### config.mk
export PLATFORM = sky130hd
export DESIGN_NAME = base36_five_bit_packer_top
export DESIGN_NICKNAME = d
export VERILOG_FILES = /design/src/hdl/b36p_pkg.sv /design/src/hdl/b36p_front.sv /design/src/hdl/b36p_job_fifo.sv /design/src/hdl/b36p_back.sv /design/src/hdl/base36_five_bit_packer_top.sv
export SDC_FILE = /design/constraint.sdc
export NUM_CORES = 1
export LEC_CHECK = 0
export BUFFER_PORTS_ARGS = -buffer_cell sky130_fd_sc_hd__clkbuf_2
export CORE_ASPECT_RATIO = 1.1
export CORE_MARGIN = 10
export CORE_UTILIZATION = 63
export CTS_CLUSTER_DIAMETER = 200
export DETAILED_ROUTE_END_ITERATION = 7
export HOLD_SLACK_MARGIN = 0.15
export PLACE_DENSITY_LB_ADDON = 0.08
export SYNTH_ARGS = -nofsm -noshare
export SYNTH_HDL_FRONTEND = slang
export SYNTH_SLANG_ARGS = --single-unit
export TNS_END_PERCENT = 100
### constraint.sdc
create_clock -name clk -period 7.4 [get_ports clk]
set_input_delay 0.37 -clock clk [delete_from_list [all_inputs] [get_ports clk]]
set_output_delay 0.37 -clock clk [all_outputs]
set_load 0.01 [all_outputs]
### src/hdl/b36p_pkg.sv
// Package with the types, constants and widths of the base36 five-bit packer.
package b36p_pkg;

	// Message layout.
	localparam int MAX_VARYING = 4096;
	localparam int TAIL_BYTES  = 8;

	// Field widths of the transfers.
	localparam int CH_W   = 8;
	localparam int LEN_W  = 13;
	localparam int ADDR_W = 13;

	// Internal widths that follow from the message layout.
	localparam int N_W     = $clog2(MAX_VARYING + 1);
	localparam int SAT_W   = (N_W > LEN_W) ? N_W : LEN_W;
	localparam int CPOS_W  = $clog2(5 * MAX_VARYING + 1);
	localparam int EPOS_W  = $clog2(8 * MAX_VARYING + 1);
	localparam int TBASE_W = EPOS_W - 3;
	localparam int TIDX_W  = 4;
	localparam int HB_W    = 2;

	// Code packing.
	localparam int CODE_W = 5;
	localparam int ESC_W  = 3;
	localparam logic [CODE_W-1:0] ESCAPE_CODE = 5'd31;
	localparam logic [CH_W-1:0] ESCAPE_WIDE   = 8'd31;
	localparam logic [CH_W-1:0] CHAR_A        = 8'h61;
	localparam logic [CH_W-1:0] CHAR_ZERO     = 8'h30;
	localparam logic [CH_W-1:0] DIGIT_BASE    = 8'd26;

	// Header format.
	localparam int LONG_HEADER_MIN       = 128;
	localparam logic [CH_W-1:0] HDR_MARK = 8'h80;
	localparam logic [CH_W-1:0] HDR_LOW  = 8'h7f;

	// Depth of the job queue between the front and back parts.
	localparam int JOB_DEPTH = 4;
	localparam int JPTR_W    = $clog2(JOB_DEPTH);
	localparam int JCNT_W    = $clog2(JOB_DEPTH + 1);

	typedef struct packed {
		logic [CH_W-1:0]  char_byte;
		logic [LEN_W-1:0] message_length;
		logic             first_byte;
	} request_t;

	typedef struct packed {
		logic [ADDR_W-1:0] byte_address;
		logic [CH_W-1:0]   or_value;
		logic [ADDR_W-1:0] total_length;
		logic              message_done;
		logic              last_of_item;
	} result_t;

	typedef enum logic [1:0] {
		KIND_NONE,
		KIND_CODE,
		KIND_ESC,
		KIND_TAIL
	} job_kind_t;

	// One classified input byte, ready to be expanded into byte writes.
	typedef struct packed {
		logic [1:0]        hdr_cnt;
		logic [N_W-1:0]    n;
		logic [HB_W-1:0]   hdr_bytes;
		job_kind_t         kind;
		logic [CPOS_W-1:0] code_pos;
		logic [CODE_W-1:0] code;
		logic [EPOS_W-1:0] esc_pos;
		logic [ESC_W-1:0]  esc;
		logic [ADDR_W-1:0] tail_off;
		logic [CH_W-1:0]   tail_byte;
		logic              done;
		logic [ADDR_W-1:0] total;
	} job_t;

endpackage

### src/hdl/b36p_front.sv
// Front part: tracks message state and turns each accepted byte into a job.
module b36p_front
	import b36p_pkg::*;
(
	input  logic     clk,
	input  logic     arst_n,
	input  logic     accept,
	input  request_t request,
	output logic     job_push,
	output job_t     job
);

	logic [N_W-1:0]     left_q;
	logic [CPOS_W-1:0]  cpos_q;
	logic [EPOS_W-1:0]  epos_q;
	logic [HB_W-1:0]    hb_q;
	logic [TIDX_W-1:0]  tidx_q;
	logic [TBASE_W-1:0] tbase_q;
	logic               busy_q;

	logic [SAT_W-1:0]   len_ext;
	logic [SAT_W-1:0]   n_wide;
	logic [N_W-1:0]     n;
	logic [N_W:0]       eff;
	logic [N_W-1:0]     cur_left;
	logic [CPOS_W-1:0]  cur_cpos;
	logic [EPOS_W-1:0]  cur_epos;
	logic [HB_W-1:0]    cur_hb;
	logic [TIDX_W-1:0]  cur_tidx;
	logic [TBASE_W-1:0] cur_tbase;
	logic               cur_busy;
	logic [CH_W-1:0]    code8;
	logic               is_esc;
	logic [EPOS_W-1:0]  new_epos;
	logic [TBASE_W-1:0] new_tbase;
	logic [TIDX_W:0]    tidx_inc;
	logic               job_valid;
	logic [N_W-1:0]     nxt_left;
	logic [CPOS_W-1:0]  nxt_cpos;
	logic [EPOS_W-1:0]  nxt_epos;
	logic [TIDX_W-1:0]  nxt_tidx;
	logic [TBASE_W-1:0] nxt_tbase;
	logic               nxt_busy;

	// Varying length of a new message, clamped at both ends.
	always_comb begin
		len_ext = SAT_W'(request.message_length);
		n_wide  = (len_ext >= SAT_W'(TAIL_BYTES)) ? len_ext - SAT_W'(TAIL_BYTES) : '0;
		n       = (n_wide > SAT_W'(MAX_VARYING)) ? N_W'(MAX_VARYING) : N_W'(n_wide);
		eff     = {1'b0, n} + (N_W + 1)'(TAIL_BYTES);
	end

	// State seen by this byte: fresh on a first byte, stored otherwise.
	always_comb begin
		if (request.first_byte) begin
			cur_left  = n;
			cur_cpos  = '0;
			cur_epos  = EPOS_W'({n, 2'b00}) + EPOS_W'(n);
			cur_hb    = (eff >= (N_W + 1)'(LONG_HEADER_MIN)) ? HB_W'(2) : HB_W'(1);
			cur_tidx  = '0;
			cur_tbase = '0;
			cur_busy  = 1'b1;
		end else begin
			cur_left  = left_q;
			cur_cpos  = cpos_q;
			cur_epos  = epos_q;
			cur_hb    = hb_q;
			cur_tidx  = tidx_q;
			cur_tbase = tbase_q;
			cur_busy  = busy_q;
		end
	end

	// Character code and the advance of the escape region.
	always_comb begin
		code8     = (request.char_byte >= CHAR_A) ? request.char_byte - CHAR_A
		                                          : request.char_byte - CHAR_ZERO + DIGIT_BASE;
		is_esc    = (code8 >= ESCAPE_WIDE);
		new_epos  = cur_epos + (is_esc ? EPOS_W'(ESC_W) : '0);
		new_tbase = TBASE_W'(new_epos >> 3) + TBASE_W'(|new_epos[2:0]);
		tidx_inc  = {1'b0, cur_tidx} + (TIDX_W + 1)'(1);
	end

	// Job contents and the next state.
	always_comb begin
		job.hdr_cnt   = request.first_byte ? 2'(cur_hb) : 2'd0;
		job.n         = n;
		job.hdr_bytes = cur_hb;
		job.kind      = KIND_NONE;
		job.code_pos  = cur_cpos;
		job.code      = is_esc ? ESCAPE_CODE : code8[CODE_W-1:0];
		job.esc_pos   = cur_epos;
		job.esc       = ESC_W'(code8 - ESCAPE_WIDE);
		job.tail_off  = ADDR_W'(cur_tbase) + ADDR_W'(cur_tidx);
		job.tail_byte = request.char_byte;
		job.done      = 1'b0;
		job.total     = '0;
		job_valid     = 1'b0;
		nxt_left      = cur_left;
		nxt_cpos      = cur_cpos;
		nxt_epos      = cur_epos;
		nxt_tidx      = cur_tidx;
		nxt_tbase     = cur_tbase;
		nxt_busy      = cur_busy;
		if (request.first_byte && (eff == '0)) begin
			// Empty message: the header write alone closes it.
			job_valid = 1'b1;
			job.done  = 1'b1;
			job.total = ADDR_W'(cur_hb) + ADDR_W'(TAIL_BYTES);
			nxt_busy  = 1'b0;
		end else if (cur_busy) begin
			job_valid = 1'b1;
			if (cur_left != '0) begin
				job.kind = is_esc ? KIND_ESC : KIND_CODE;
				nxt_cpos = cur_cpos + CPOS_W'(CODE_W);
				nxt_epos = new_epos;
				nxt_left = cur_left - N_W'(1);
				if (cur_left == N_W'(1)) begin
					nxt_tbase = new_tbase;
					if (TAIL_BYTES == 0) begin
						job.done  = 1'b1;
						job.total = ADDR_W'(cur_hb) + ADDR_W'(new_tbase)
						          + ADDR_W'(TAIL_BYTES);
						nxt_busy  = 1'b0;
					end
				end
			end else begin
				job.kind = KIND_TAIL;
				nxt_tidx = TIDX_W'(tidx_inc);
				if (tidx_inc >= (TIDX_W + 1)'(TAIL_BYTES)) begin
					job.done  = 1'b1;
					job.total = ADDR_W'(cur_hb) + ADDR_W'(cur_tbase) + ADDR_W'(TAIL_BYTES);
					nxt_busy  = 1'b0;
				end
			end
		end
		job_push = accept && job_valid;
	end

	// Message state registers.
	always_ff @(posedge clk or negedge arst_n) begin
		if (!arst_n) begin
			left_q  <= '0;
			cpos_q  <= '0;
			epos_q  <= '0;
			hb_q    <= '0;
			tidx_q  <= '0;
			tbase_q <= '0;
			busy_q  <= 1'b0;
		end else if (accept) begin
			left_q  <= nxt_left;
			cpos_q  <= nxt_cpos;
			epos_q  <= nxt_epos;
			hb_q    <= cur_hb;
			tidx_q  <= nxt_tidx;
			tbase_q <= nxt_tbase;
			busy_q  <= nxt_busy;
		end
	end

endmodule

### src/hdl/b36p_job_fifo.sv
// Short queue of jobs between the front and back parts.
module b36p_job_fifo
	import b36p_pkg::*;
(
	input  logic clk,
	input  logic arst_n,
	input  logic wr_en,
	input  job_t wr_data,
	input  logic rd_en,
	output logic full,
	output logic avail,
	output job_t rd_data
);

	job_t              slots_q [JOB_DEPTH];
	logic [JPTR_W-1:0] wr_ptr_q;
	logic [JPTR_W-1:0] rd_ptr_q;
	logic [JCNT_W-1:0] count_q;
	logic              do_wr;
	logic              do_rd;

	// Queue status and head entry.
	always_comb begin
		full    = (count_q == JCNT_W'(JOB_DEPTH));
		avail   = (count_q != '0);
		do_wr   = wr_en && !full;
		do_rd   = rd_en && avail;
		rd_data = slots_q[rd_ptr_q];
	end

	// Entry storage.
	always_ff @(posedge clk) begin
		if (do_wr) begin
			slots_q[wr_ptr_q] <= wr_data;
		end
	end

	// Pointers and fill count.
	always_ff @(posedge clk or negedge arst_n) begin
		if (!arst_n) begin
			wr_ptr_q <= '0;
			rd_ptr_q <= '0;
			count_q  <= '0;
		end else begin
			if (do_wr) begin
				wr_ptr_q <= (wr_ptr_q == JPTR_W'(JOB_DEPTH - 1)) ? '0 : wr_ptr_q + JPTR_W'(1);
			end
			if (do_rd) begin
				rd_ptr_q <= (rd_ptr_q == JPTR_W'(JOB_DEPTH - 1)) ? '0 : rd_ptr_q + JPTR_W'(1);
			end
			if (do_wr && !do_rd) begin
				count_q <= count_q + JCNT_W'(1);
			end else if (do_rd && !do_wr) begin
				count_q <= count_q - JCNT_W'(1);
			end
		end
	end

endmodule

### src/hdl/b36p_back.sv
// Back part: expands jobs to byte writes in an output register, one per cycle if free.
module b36p_back
	import b36p_pkg::*;
(
	input  logic    clk,
	input  logic    arst_n,
	input  logic    job_avail,
	input  job_t    job,
	output logic    job_take,
	input  logic    pop,
	output logic    empty,
	output result_t result
);

	typedef enum logic [2:0] {
		SLOT_HDR0,
		SLOT_HDR1,
		SLOT_CODE0,
		SLOT_CODE1,
		SLOT_ESC0,
		SLOT_ESC1,
		SLOT_TAIL
	} slot_t;

	slot_t   slot_q;
	logic    mid_q;
	logic    out_valid_q;
	result_t out_q;

	slot_t             first_slot;
	slot_t             after_hdr;
	slot_t             cur_slot;
	slot_t             next_slot;
	logic              next_valid;
	logic              use_esc;
	logic [EPOS_W-1:0] pos;
	logic [15:0]       field;
	logic [15:0]       shifted;
	logic [ADDR_W-1:0] base;
	result_t           wr;
	logic              advance;

	// Order of the writes inside one job.
	always_comb begin
		after_hdr  = (job.kind == KIND_TAIL) ? SLOT_TAIL : SLOT_CODE0;
		first_slot = (job.hdr_cnt != 2'd0) ? SLOT_HDR0 : after_hdr;
		cur_slot   = mid_q ? slot_q : first_slot;
		next_slot  = cur_slot;
		next_valid = 1'b0;
		unique case (cur_slot)
			SLOT_HDR0: begin
				if (job.hdr_cnt == 2'd2) begin
					next_slot  = SLOT_HDR1;
					next_valid = 1'b1;
				end else begin
					next_slot  = after_hdr;
					next_valid = (job.kind != KIND_NONE);
				end
			end
			SLOT_HDR1: begin
				next_slot  = after_hdr;
				next_valid = (job.kind != KIND_NONE);
			end
			SLOT_CODE0: begin
				next_slot  = SLOT_CODE1;
				next_valid = 1'b1;
			end
			SLOT_CODE1: begin
				next_slot  = SLOT_ESC0;
				next_valid = (job.kind == KIND_ESC);
			end
			SLOT_ESC0: begin
				next_slot  = SLOT_ESC1;
				next_valid = 1'b1;
			end
			default: begin
				next_valid = 1'b0;
			end
		endcase
	end

	// Bit packing of a 5-bit code or a 3-bit escape value.
	always_comb begin
		use_esc = (cur_slot == SLOT_ESC0) || (cur_slot == SLOT_ESC1);
		pos     = use_esc ? job.esc_pos : EPOS_W'(job.code_pos);
		field   = use_esc ? 16'({job.esc, 13'b0}) : 16'({job.code, 11'b0});
		shifted = field >> pos[2:0];
		base    = ADDR_W'(job.hdr_bytes) + ADDR_W'(pos >> 3);
	end

	// The write of the current slot.
	always_comb begin
		wr.byte_address = '0;
		wr.or_value     = '0;
		unique case (cur_slot)
			SLOT_HDR0: begin
				wr.or_value = (job.hdr_cnt == 2'd2) ? (CH_W'(job.n >> 7) | HDR_MARK)
				                                    : CH_W'(job.n);
			end
			SLOT_HDR1: begin
				wr.byte_address = ADDR_W'(1);
				wr.or_value     = CH_W'(job.n) & HDR_LOW;
			end
			SLOT_CODE0, SLOT_ESC0: begin
				wr.byte_address = base;
				wr.or_value     = shifted[15:8];
			end
			SLOT_CODE1, SLOT_ESC1: begin
				wr.byte_address = base + ADDR_W'(1);
				wr.or_value     = shifted[7:0];
			end
			default: begin
				wr.byte_address = ADDR_W'(job.hdr_bytes) + job.tail_off;
				wr.or_value     = job.tail_byte;
			end
		endcase
		wr.last_of_item = !next_valid;
		wr.message_done = job.done && !next_valid;
		wr.total_length = wr.message_done ? job.total : '0;
		advance         = job_avail && (!out_valid_q || pop);
		job_take        = advance && !next_valid;
		empty           = !out_valid_q;
		result          = out_q;
	end

	// Slot sequencing, output valid and output payload.
	always_ff @(posedge clk or negedge arst_n) begin
		if (!arst_n) begin
			slot_q      <= SLOT_HDR0;
			mid_q       <= 1'b0;
			out_valid_q <= 1'b0;
			out_q       <= '0;
		end else begin
			if (advance) begin
				slot_q      <= next_slot;
				mid_q       <= next_valid;
				out_valid_q <= 1'b1;
				out_q       <= wr;
			end else if (pop) begin
				out_valid_q <= 1'b0;
			end
		end
	end

endmodule

### src/hdl/base36_five_bit_packer_top.sv
// Top level of the base36 five-bit packer: front part, job queue and back part.
// Each accepted byte of an open message is queued as a job, whose writes go to the output register.
// One byte write per cycle while the result is free or popped; a byte of an open message gives
// 1 to 6 writes: 2 for a plain character, 4 for an escaped one, 1 for a tail byte, plus 1 or 2
// header writes on a first byte; the single write port sets the rate, a 4-entry queue absorbs bursts.
// Reset (arst_n low) closes any open message and empties the queue and the output register.
module base36_five_bit_packer_top
	import b36p_pkg::*;
(
	input  logic     clk,
	input  logic     arst_n,
	input  logic     push,
	output logic     full,
	input  request_t request,
	input  logic     pop,
	output logic     empty,
	output result_t  result
);

	logic accept;
	logic job_push;
	job_t job_in;
	logic job_avail;
	job_t job_head;
	logic job_take;

	// An input transfer completes when the job queue has room.
	assign accept = push && !full;

	b36p_front u_front (
		.clk      (clk),
		.arst_n   (arst_n),
		.accept   (accept),
		.request  (request),
		.job_push (job_push),
		.job      (job_in)
	);

	b36p_job_fifo u_fifo (
		.clk     (clk),
		.arst_n  (arst_n),
		.wr_en   (job_push),
		.wr_data (job_in),
		.rd_en   (job_take),
		.full    (full),
		.avail   (job_avail),
		.rd_data (job_head)
	);

	b36p_back u_back (
		.clk       (clk),
		.arst_n    (arst_n),
		.job_avail (job_avail),
		.job       (job_head),
		.job_take  (job_take),
		.pop       (pop),
		.empty     (empty),
		.result    (result)
	);

endmodule

-- Word level (Yosys, flattened, before mapping)
Memories as Yosys holds them, arrays and structs flattened.
Index checks and enable logic that the tools add are counted.
- output and inout bits: 38
- memories kept: 1
- word-level logic and storage cells: 154
- bits in writable memories: 372
- register bits: 112
- input port bits: 26
- shift operators: 1
- magnitude comparators: 6
- mux-type cells: 65
- equality and inequality tests: 12
- reductions and logical operators: 28
- $add $sub $neg: 23
- memories (memory ; words ; width ; read ports ; clocked after memory_dff ; write ports ; line ; text):
    u_fifo.slots_q ; 4 ; 93 ; 1 ; 0 ; 1 ; b36p_job_fifo.sv:15 ; job_t slots_q [JOB_DEPTH];
- operators with widths (kind ; count):
    $mux 13 ; 12
    $mux 16 ; 6
    $mux 15 ; 4
    $mux 14 ; 4
    $pmux 13 s4 ; 1
    $add 2x13->13 ; 3
    $pmux 8 s4 ; 1
    $mux 2 ; 10
    $mux 3 ; 6
    $add 15x13->16 ; 1
    $add 16x16->16 ; 1
    $mux 4 ; 4
    $mux 8 ; 2
    $shr 16x3->16 ; 1
    $add 15x3->15 const B ; 1
    $pmux 3 s5 ; 1
    $add 13x4->14 const B ; 1
    $ge 14x8->1 const B ; 1
    $logic_not 14->1 ; 1
    $add 13x1->13 ; 1
    $add 13x1->13 const B ; 1
    $add 13x4->13 ; 1
    $add 13x4->13 const B ; 1
    $eq 13x1->1 const B ; 1
    other kinds (32) ; 69

-- Longest topological paths before layout
- depth in word-level cells: 14
- gate-level depth with buffers: 26
- gate-level depth less buffers: 23

-- Cells and area by module
From an unflattened synthesis, not the netlist that was laid out.
- cells, all modules: 1845
- area total of the unflattened synthesis: 24438.4 um2
- by module, submodules not included (module ; area each (um2) ; cells an instance ; seq. area each (um2) ; times used):
    b36p_job_fifo ; 13898.3 ; 523 ; 11345.9 ; 1
    b36p_front ; 7081.8 ; 893 ; 1601.5 ; 1
    b36p_back ; 3444.6 ; 428 ; 1026.0 ; 1
    base36_five_bit_packer_top ; 13.8 ; 1 ; 0.0 ; 1

-- Worst setup path after synthesis
OpenSTA, ideal clock, no wires.
- kind: register -> register
- start: reg u_fifo.rd_ptr_q[0]
- end: reg u_back.out_q, in the netlist u_back.result[35]
- setup slack: 1.502 ns
- data required time: 7.305 ns
- library setup time: 0.095 ns
- period minus slack after synthesis: 5.898 ns
- path buffers: 9
- arrival time: 5.803 ns
- stages on the path, launching flop included: 26
- path through: dfrtp_1 > buf_2 > buf_4 > buf_2 > buf_2 > buf_4 > buf_4 > buf_4 > buf_2 > buf_1 > mux4_2 > nand2_1 > nand2_1 > ha_1 > a21oi_1 > nand2b_1 > nor4b_1 > a221oi_1 > or2_2 > nor2_1 > nand3_1 > nor2_1 > and4_1 > xnor2_1 > o31a_1 > o31ai_1
- longest elaborated chain between the ends: 11
- elaborated cells between the ends (all ways): 20
- classes of those cells: add/sub: 3; eq/ne: 6; mux: 5; reduce/logical: 5; memory: 1
- RTL lines (what ; line ; text):
    from (decl) ; b36p_job_fifo.sv:17 ; logic [JPTR_W-1:0] rd_ptr_q;
    from (signal assigned) ; b36p_job_fifo.sv:49 ; rd_ptr_q <= (rd_ptr_q == JPTR_W'(JOB_DEPTH - 1)) ? '0 : rd_ptr_q + JPTR_W'(1);
    $mem_v2 4x93 (*) ; -- ;
    $eq 2x2->1 ; b36p_back.sv:45 ; after_hdr = (job.kind == KIND_TAIL) ? SLOT_TAIL : SLOT_CODE0;
    $mux 3 ; b36p_back.sv:45 ;
    $mux 3 ; b36p_back.sv:46 ; first_slot = (job.hdr_cnt != 2'd0) ? SLOT_HDR0 : after_hdr;
    $mux 3 ; b36p_back.sv:47 ; cur_slot = mid_q ? slot_q : first_slot;
    $eq 3x3->1 ; b36p_back.sv:84, b36p_back.sv:95 ;
    $logic_or 1x1->1 ; b36p_back.sv:84 ; use_esc = (cur_slot == SLOT_ESC0) || (cur_slot == SLOT_ESC1);
    $mux 16 ; b36p_back.sv:85 ; pos = use_esc ? job.esc_pos : EPOS_W'(job.code_pos);
    $add 2x13->13 ; b36p_back.sv:88 ; base = ADDR_W'(job.hdr_bytes) + ADDR_W'(pos >> 3);
    $add 13x1->13 ; b36p_back.sv:109 ; wr.byte_address = base + ADDR_W'(1);
    $pmux 13 s4 (*) ; b36p_back.sv:95 ; unique case (cur_slot)
    to (signal assigned) ; b36p_back.sv:138 ; out_q <= wr;
    to (decl) ; b36p_back.sv:28 ; result_t out_q;
Mark *: on every way between the ends. The rest lies on a longest branch, timed or not.
A chain may end at the register's enable or synchronous reset.

-- Worst setup path after layout
- start: in request[15] (netlist bit)
- end: reg u_front.tbase_q[11]
- longest elaborated chain between the ends: 12
- elaborated cells between the ends (all ways): 14
- classes of those cells: add/sub: 5; order compare: 2; mux: 6; reduce/logical: 1
- RTL lines (what ; line ; text):
    from (decl) ; base36_five_bit_packer_top.sv:14 ; input request_t request,
    $sub 8x6->8 ; b36p_front.sv:77 ; : request.char_byte - CHAR_ZERO + DIGIT_BASE;
    $add 8x5->8 ; b36p_front.sv:77 ;
    $mux 8 (*) ; b36p_front.sv:76 ; code8 = (request.char_byte >= CHAR_A) ? request.char_byte - CHAR_A
    $ge 8x5->1 (*) ; b36p_front.sv:78 ; is_esc = (code8 >= ESCAPE_WIDE);
    $mux 2 (*) ; b36p_front.sv:79 ; new_epos = cur_epos + (is_esc ? EPOS_W'(ESC_W) : '0);
    $add 16x16->16 (*) ; b36p_front.sv:79 ;
    $reduce_or 3->1 ; b36p_front.sv:80 ; new_tbase = TBASE_W'(new_epos >> 3) + TBASE_W'(|new_epos[2:0]);
    $add 13x1->13 (*) ; b36p_front.sv:80 ;
    $mux 13 (*) ; b36p_front.sv:118 ; if (cur_left == N_W'(1)) begin
    $mux 13 (*) ; b36p_front.sv:113 ; if (cur_left != '0) begin
    $mux 13 (*) ; b36p_front.sv:111 ; end else if (cur_busy) begin
    $mux 13 (*) ; b36p_front.sv:105 ; if (request.first_byte && (eff == '0)) begin
    to (signal assigned) ; b36p_front.sv:156 ; tbase_q <= nxt_tbase;
    to (decl) ; b36p_front.sv:18 ; logic [TBASE_W-1:0] tbase_q;
Marks and branches as above.

==> summary.txt <==
Placed design
  – Dpl ws: 850 ps
  – Gpl congestion: 0.918
  – Hpwl dp: 39400 um
  – PortBufs: 63
  – Cells after DPL: 2321

CTS
  – CTS buffer count: 48
  – CTS tree: done
  – CTS resizes: 0
  – Number of setup buffers added after CTS: 0
  – CTS Hold Buffers Added: 9
  – Clk_lat worst skew: 590 ps
  – Root Driver: clkbuf_16
  – Reg clk slew, reported paths: 60 ps
  – H-tree Lvls: 2
  – Deepest clock path buffer count: 3
  – Clock Sinks: 484

Critical path
  – Setup Crit Path Kind: input pin to register
  – Crit path required time: 7890 ps
  – Reg-to-Reg End: u_back.result[35]$_DFFE_PN0P_
  – Worst path arrival time: 6650 ps
  – Crit. End Element: register
  – Crit path launch: request[15]
  – Setup slack, reg-to-reg: 2620 ps
  – Critical-path top delay cell: a31oi_1
  – Worst Reg-to-Reg Cells: 18
  – Crit path launch type: input pin
  – Crit-path max cell delay: 670 ps
  – Crit-path max FO: 8
  – Reg2reg start: u_fifo.rd_ptr_q[0]$_DFFE_PN0P_

Final layout
  – P&R area growth vs syn: 10.6%
  – ANT cells: 0
  – Share of cells above drive strength 1: 16.5%
  – Final Instance Count excl. Fillers: 2420
  – Final Core Density: 70.9%
  – Layout Nets: 1956
  – Fillers: 2481

Power and ir drop
  – Combinational share of power: 36.7%
  – Leakage power: 9.67 nW
  – Cell Pwr Density: 386 nW/um2
  – Net switching power: 3.62 mW
  – Seq pwr share: 39.0%
  – Sw Ratio: 35.4%
  – Internal Power: 6.61 mW
  – Maximum VDD drop: 0.000286 V
  – Clock power share: 24.3%

Synthesis
  – Mean post-synth cell area: 13.1 um2
  – Synth Instances: 1825
  – Post-synthesis cell area: 23900 um2
  – Yosys warnings: 0
  – Asr flop ratio synth: 23.1%
  – Top cells by count, synth: 372 x edfxtp_1, 179 x nand2_1, 126 x nor2_1
  – Synth area leader: edfxtp_1
  – Most used DFF post-synth: edfxtp_1
  – Count leader, synth: edfxtp_1
  – Synth top area share: 46.7%
  – Yosys cell types: 100
  – EDFF count, synth: 372
  – Sequential area share after synthesis: 58.4%
  – Syn Nets: 1895
  – #FFs+latches synth: 484
  – Ranking of synthesized cells by area: edfxtp_1 47%, dfrtp_1 12%, mux4_2 8.8%

Routing
  – Total number of vias: 15600
  – Via/cell ratio: 6.47
  – Routed Antenna Nets: 0
  – Drt total wl: 58800 um
  – 1st-pass router iterations: 6
  – Drt initial violations: 1467
  – Final routed DRC violation total: 0
  – Avg WL per Cell: 24.3 um

Timing
  – RSZ-0062 raised after global routing: no
  – Relative slew slack: 35.7%
  – Final setup violation count: 0
  – Pins Over Slew Limit: 0
  – Final TNS setup: 0 ps
  – Hold_ws: 171 ps
  – Fmax: 163 MHz
  – Hold Fails Final Rpt: 0
  – Layout Skew: 15.6 ps
  – Tcrit/Tclk final: 83.1%
  – Minimum clock period: 6150 ps
  – Final WS setup: 1250 ps
  – Worst-margin pin slew: 965 ps

Worst hold path
  – Hold Crit Class: input pin to register
  – Worst Hold Launch: pop
  – Hold Crit Depth: 3
  – WHS Endpoint: u_back.out_valid_q$_DFFE_PN0P_

Floorplan
  – Die ar.: 46200 um2
  – Die X: 206 um
  – Die Ht: 224 um
  – Num rows: 74
  – Core Region: 37300 um2
  – Number of I/O pins: 64
  – Initial Util: 64.1%

Global route
  – First-pass GRT wire length: 92200 um
  – Largest net degree at the start of global routing: 71
  – Vias in the first global route: 15800
  – GRT Util Overall: 26.0%
  – Initial antenna violation count: 1
  – Grt total ovfl: 0

Run status
  – Status: complete, no violations

Job
  – Max-Cap Viols: 0
-- critical path: cells and delay by family --
kind                     cells  cell delay [ps]
AO/OA/AOI/OAI                5             1390
XOR/XNOR                     2              600
adder cells (fa/ha/maj)      3              740
buffers and inverters        6             1280
AND/OR/NAND/NOR              9             2240
-- how the worst max path moves through the flow --
stage / endpoint / slack [ps] / depth (start not counted)
after floorplan: u_back.result[35]$_DFFE_PN0P_ / 1500 / 25
after global placement: u_front.tbase_q[11]$_DFFE_PN0P_ / 1030 / 22
after detailed placement: u_front.tbase_q[11]$_DFFE_PN0P_ / 850 / 22
after CTS: u_front.tbase_q[11]$_DFFE_PN0P_ / 1360 / 25
after global routing: u_front.tbase_q[11]$_DFFE_PN0P_ / 760 / 25
final: u_front.tbase_q[11]$_DFFE_PN0P_ / 1250 / 25
-- final cells by class --
type                            count  area (um2)  area share (%)
Multi-Input combinational cell   1187        9370            35.4
Tap cell                          494         618            2.34
Clock buffer                       76        1430            5.40
Timing Repair Buffer              101         628            2.37
Inverter                           64         240           0.908
Sequential cell                   484       14000            52.8
Clock inverter                     14         195           0.738
-- power groups by stage --
stage | combinational, mW | sequential, mW | clock (mW)
3_3_place_gp | 3.64 | 3.99 | 0
6_report | 3.75 | 3.99 | 2.49
3_5_place_dp | 3.71 | 4.03 | 0
5_1_grt | 4.09 | 4.05 | 2.62
4_1_cts | 3.75 | 3.99 | 2.52
2_1_floorplan | 2.71 | 3.91 | 0
-- state kept, by name (all words and copies together), names as in the netlist --
signal / flops
u_fifo.rd_ptr_q: 2
u_fifo.count_q: 3
u_back.out_valid_q: 1
u_back.mid_q: 1
u_front.busy_q: 1
u_back.result: 36
u_front.tbase_q: 13
u_front.left_q: 13
u_front.tidx_q: 4
u_back.slot_q: 3
u_front.cpos_q: 15
u_fifo.slots_q: 372
u_front.hb_q: 2
u_fifo.wr_ptr_q: 2
u_front.epos_q: 16
-- per-stage QoR --
stage / power (mW) / area [um2]
floorplan: 6.62 / 23900
global placement: 7.63 / 24700
detailed placement: 7.74 / 24700
CTS: 10.3 / 26500
global route: 10.8 / 26500
finish: 10.2 / 26500
-- per-layer routing --
layer / vias up / GRT usage, % / part of all wire (%)
met5: - / 0 / 0.022
met4: 2 / 9.21 / 3.3
met3: 126 / 5.29 / 7.4
met2: 589 / 42.5 / 49
met1: 7897 / 34.0 / 40
li1: 7035 / - / -
-- cells in the final DEF (no fill, tap or decap), drive strengths merged, types with 35 or more instances in the layout --
| cell | synthesis | layout |
|---|---|---|
| edfxtp | 372 | 372 |
| nand2 | 179 | 179 |
| clkbuf | 60 | 137 |
| nor2 | 127 | 127 |
| o21ai | 123 | 123 |
| dfrtp | 112 | 112 |
| mux4 | 93 | 93 |
| xnor2 | 82 | 82 |
| inv | 63 | 64 |
| a21oi | 62 | 62 |
| nor2b | 39 | 39 |
| mux2i | 37 | 37 |
| ha | 37 | 37 |
| xor2 | 35 | 35 |
-- logic make-up after synthesis --
group	synth area share (%)
flip-flops	58.4
multiplexers	10.9
AO/OA/AOI/OAI	10.2
AND/OR/NAND/NOR	10.8
adder cells (fa/ha/maj)	2.73
XOR/XNOR	4.38
buffers and inverters	2.62
Power figures use the tool's default switching activity.
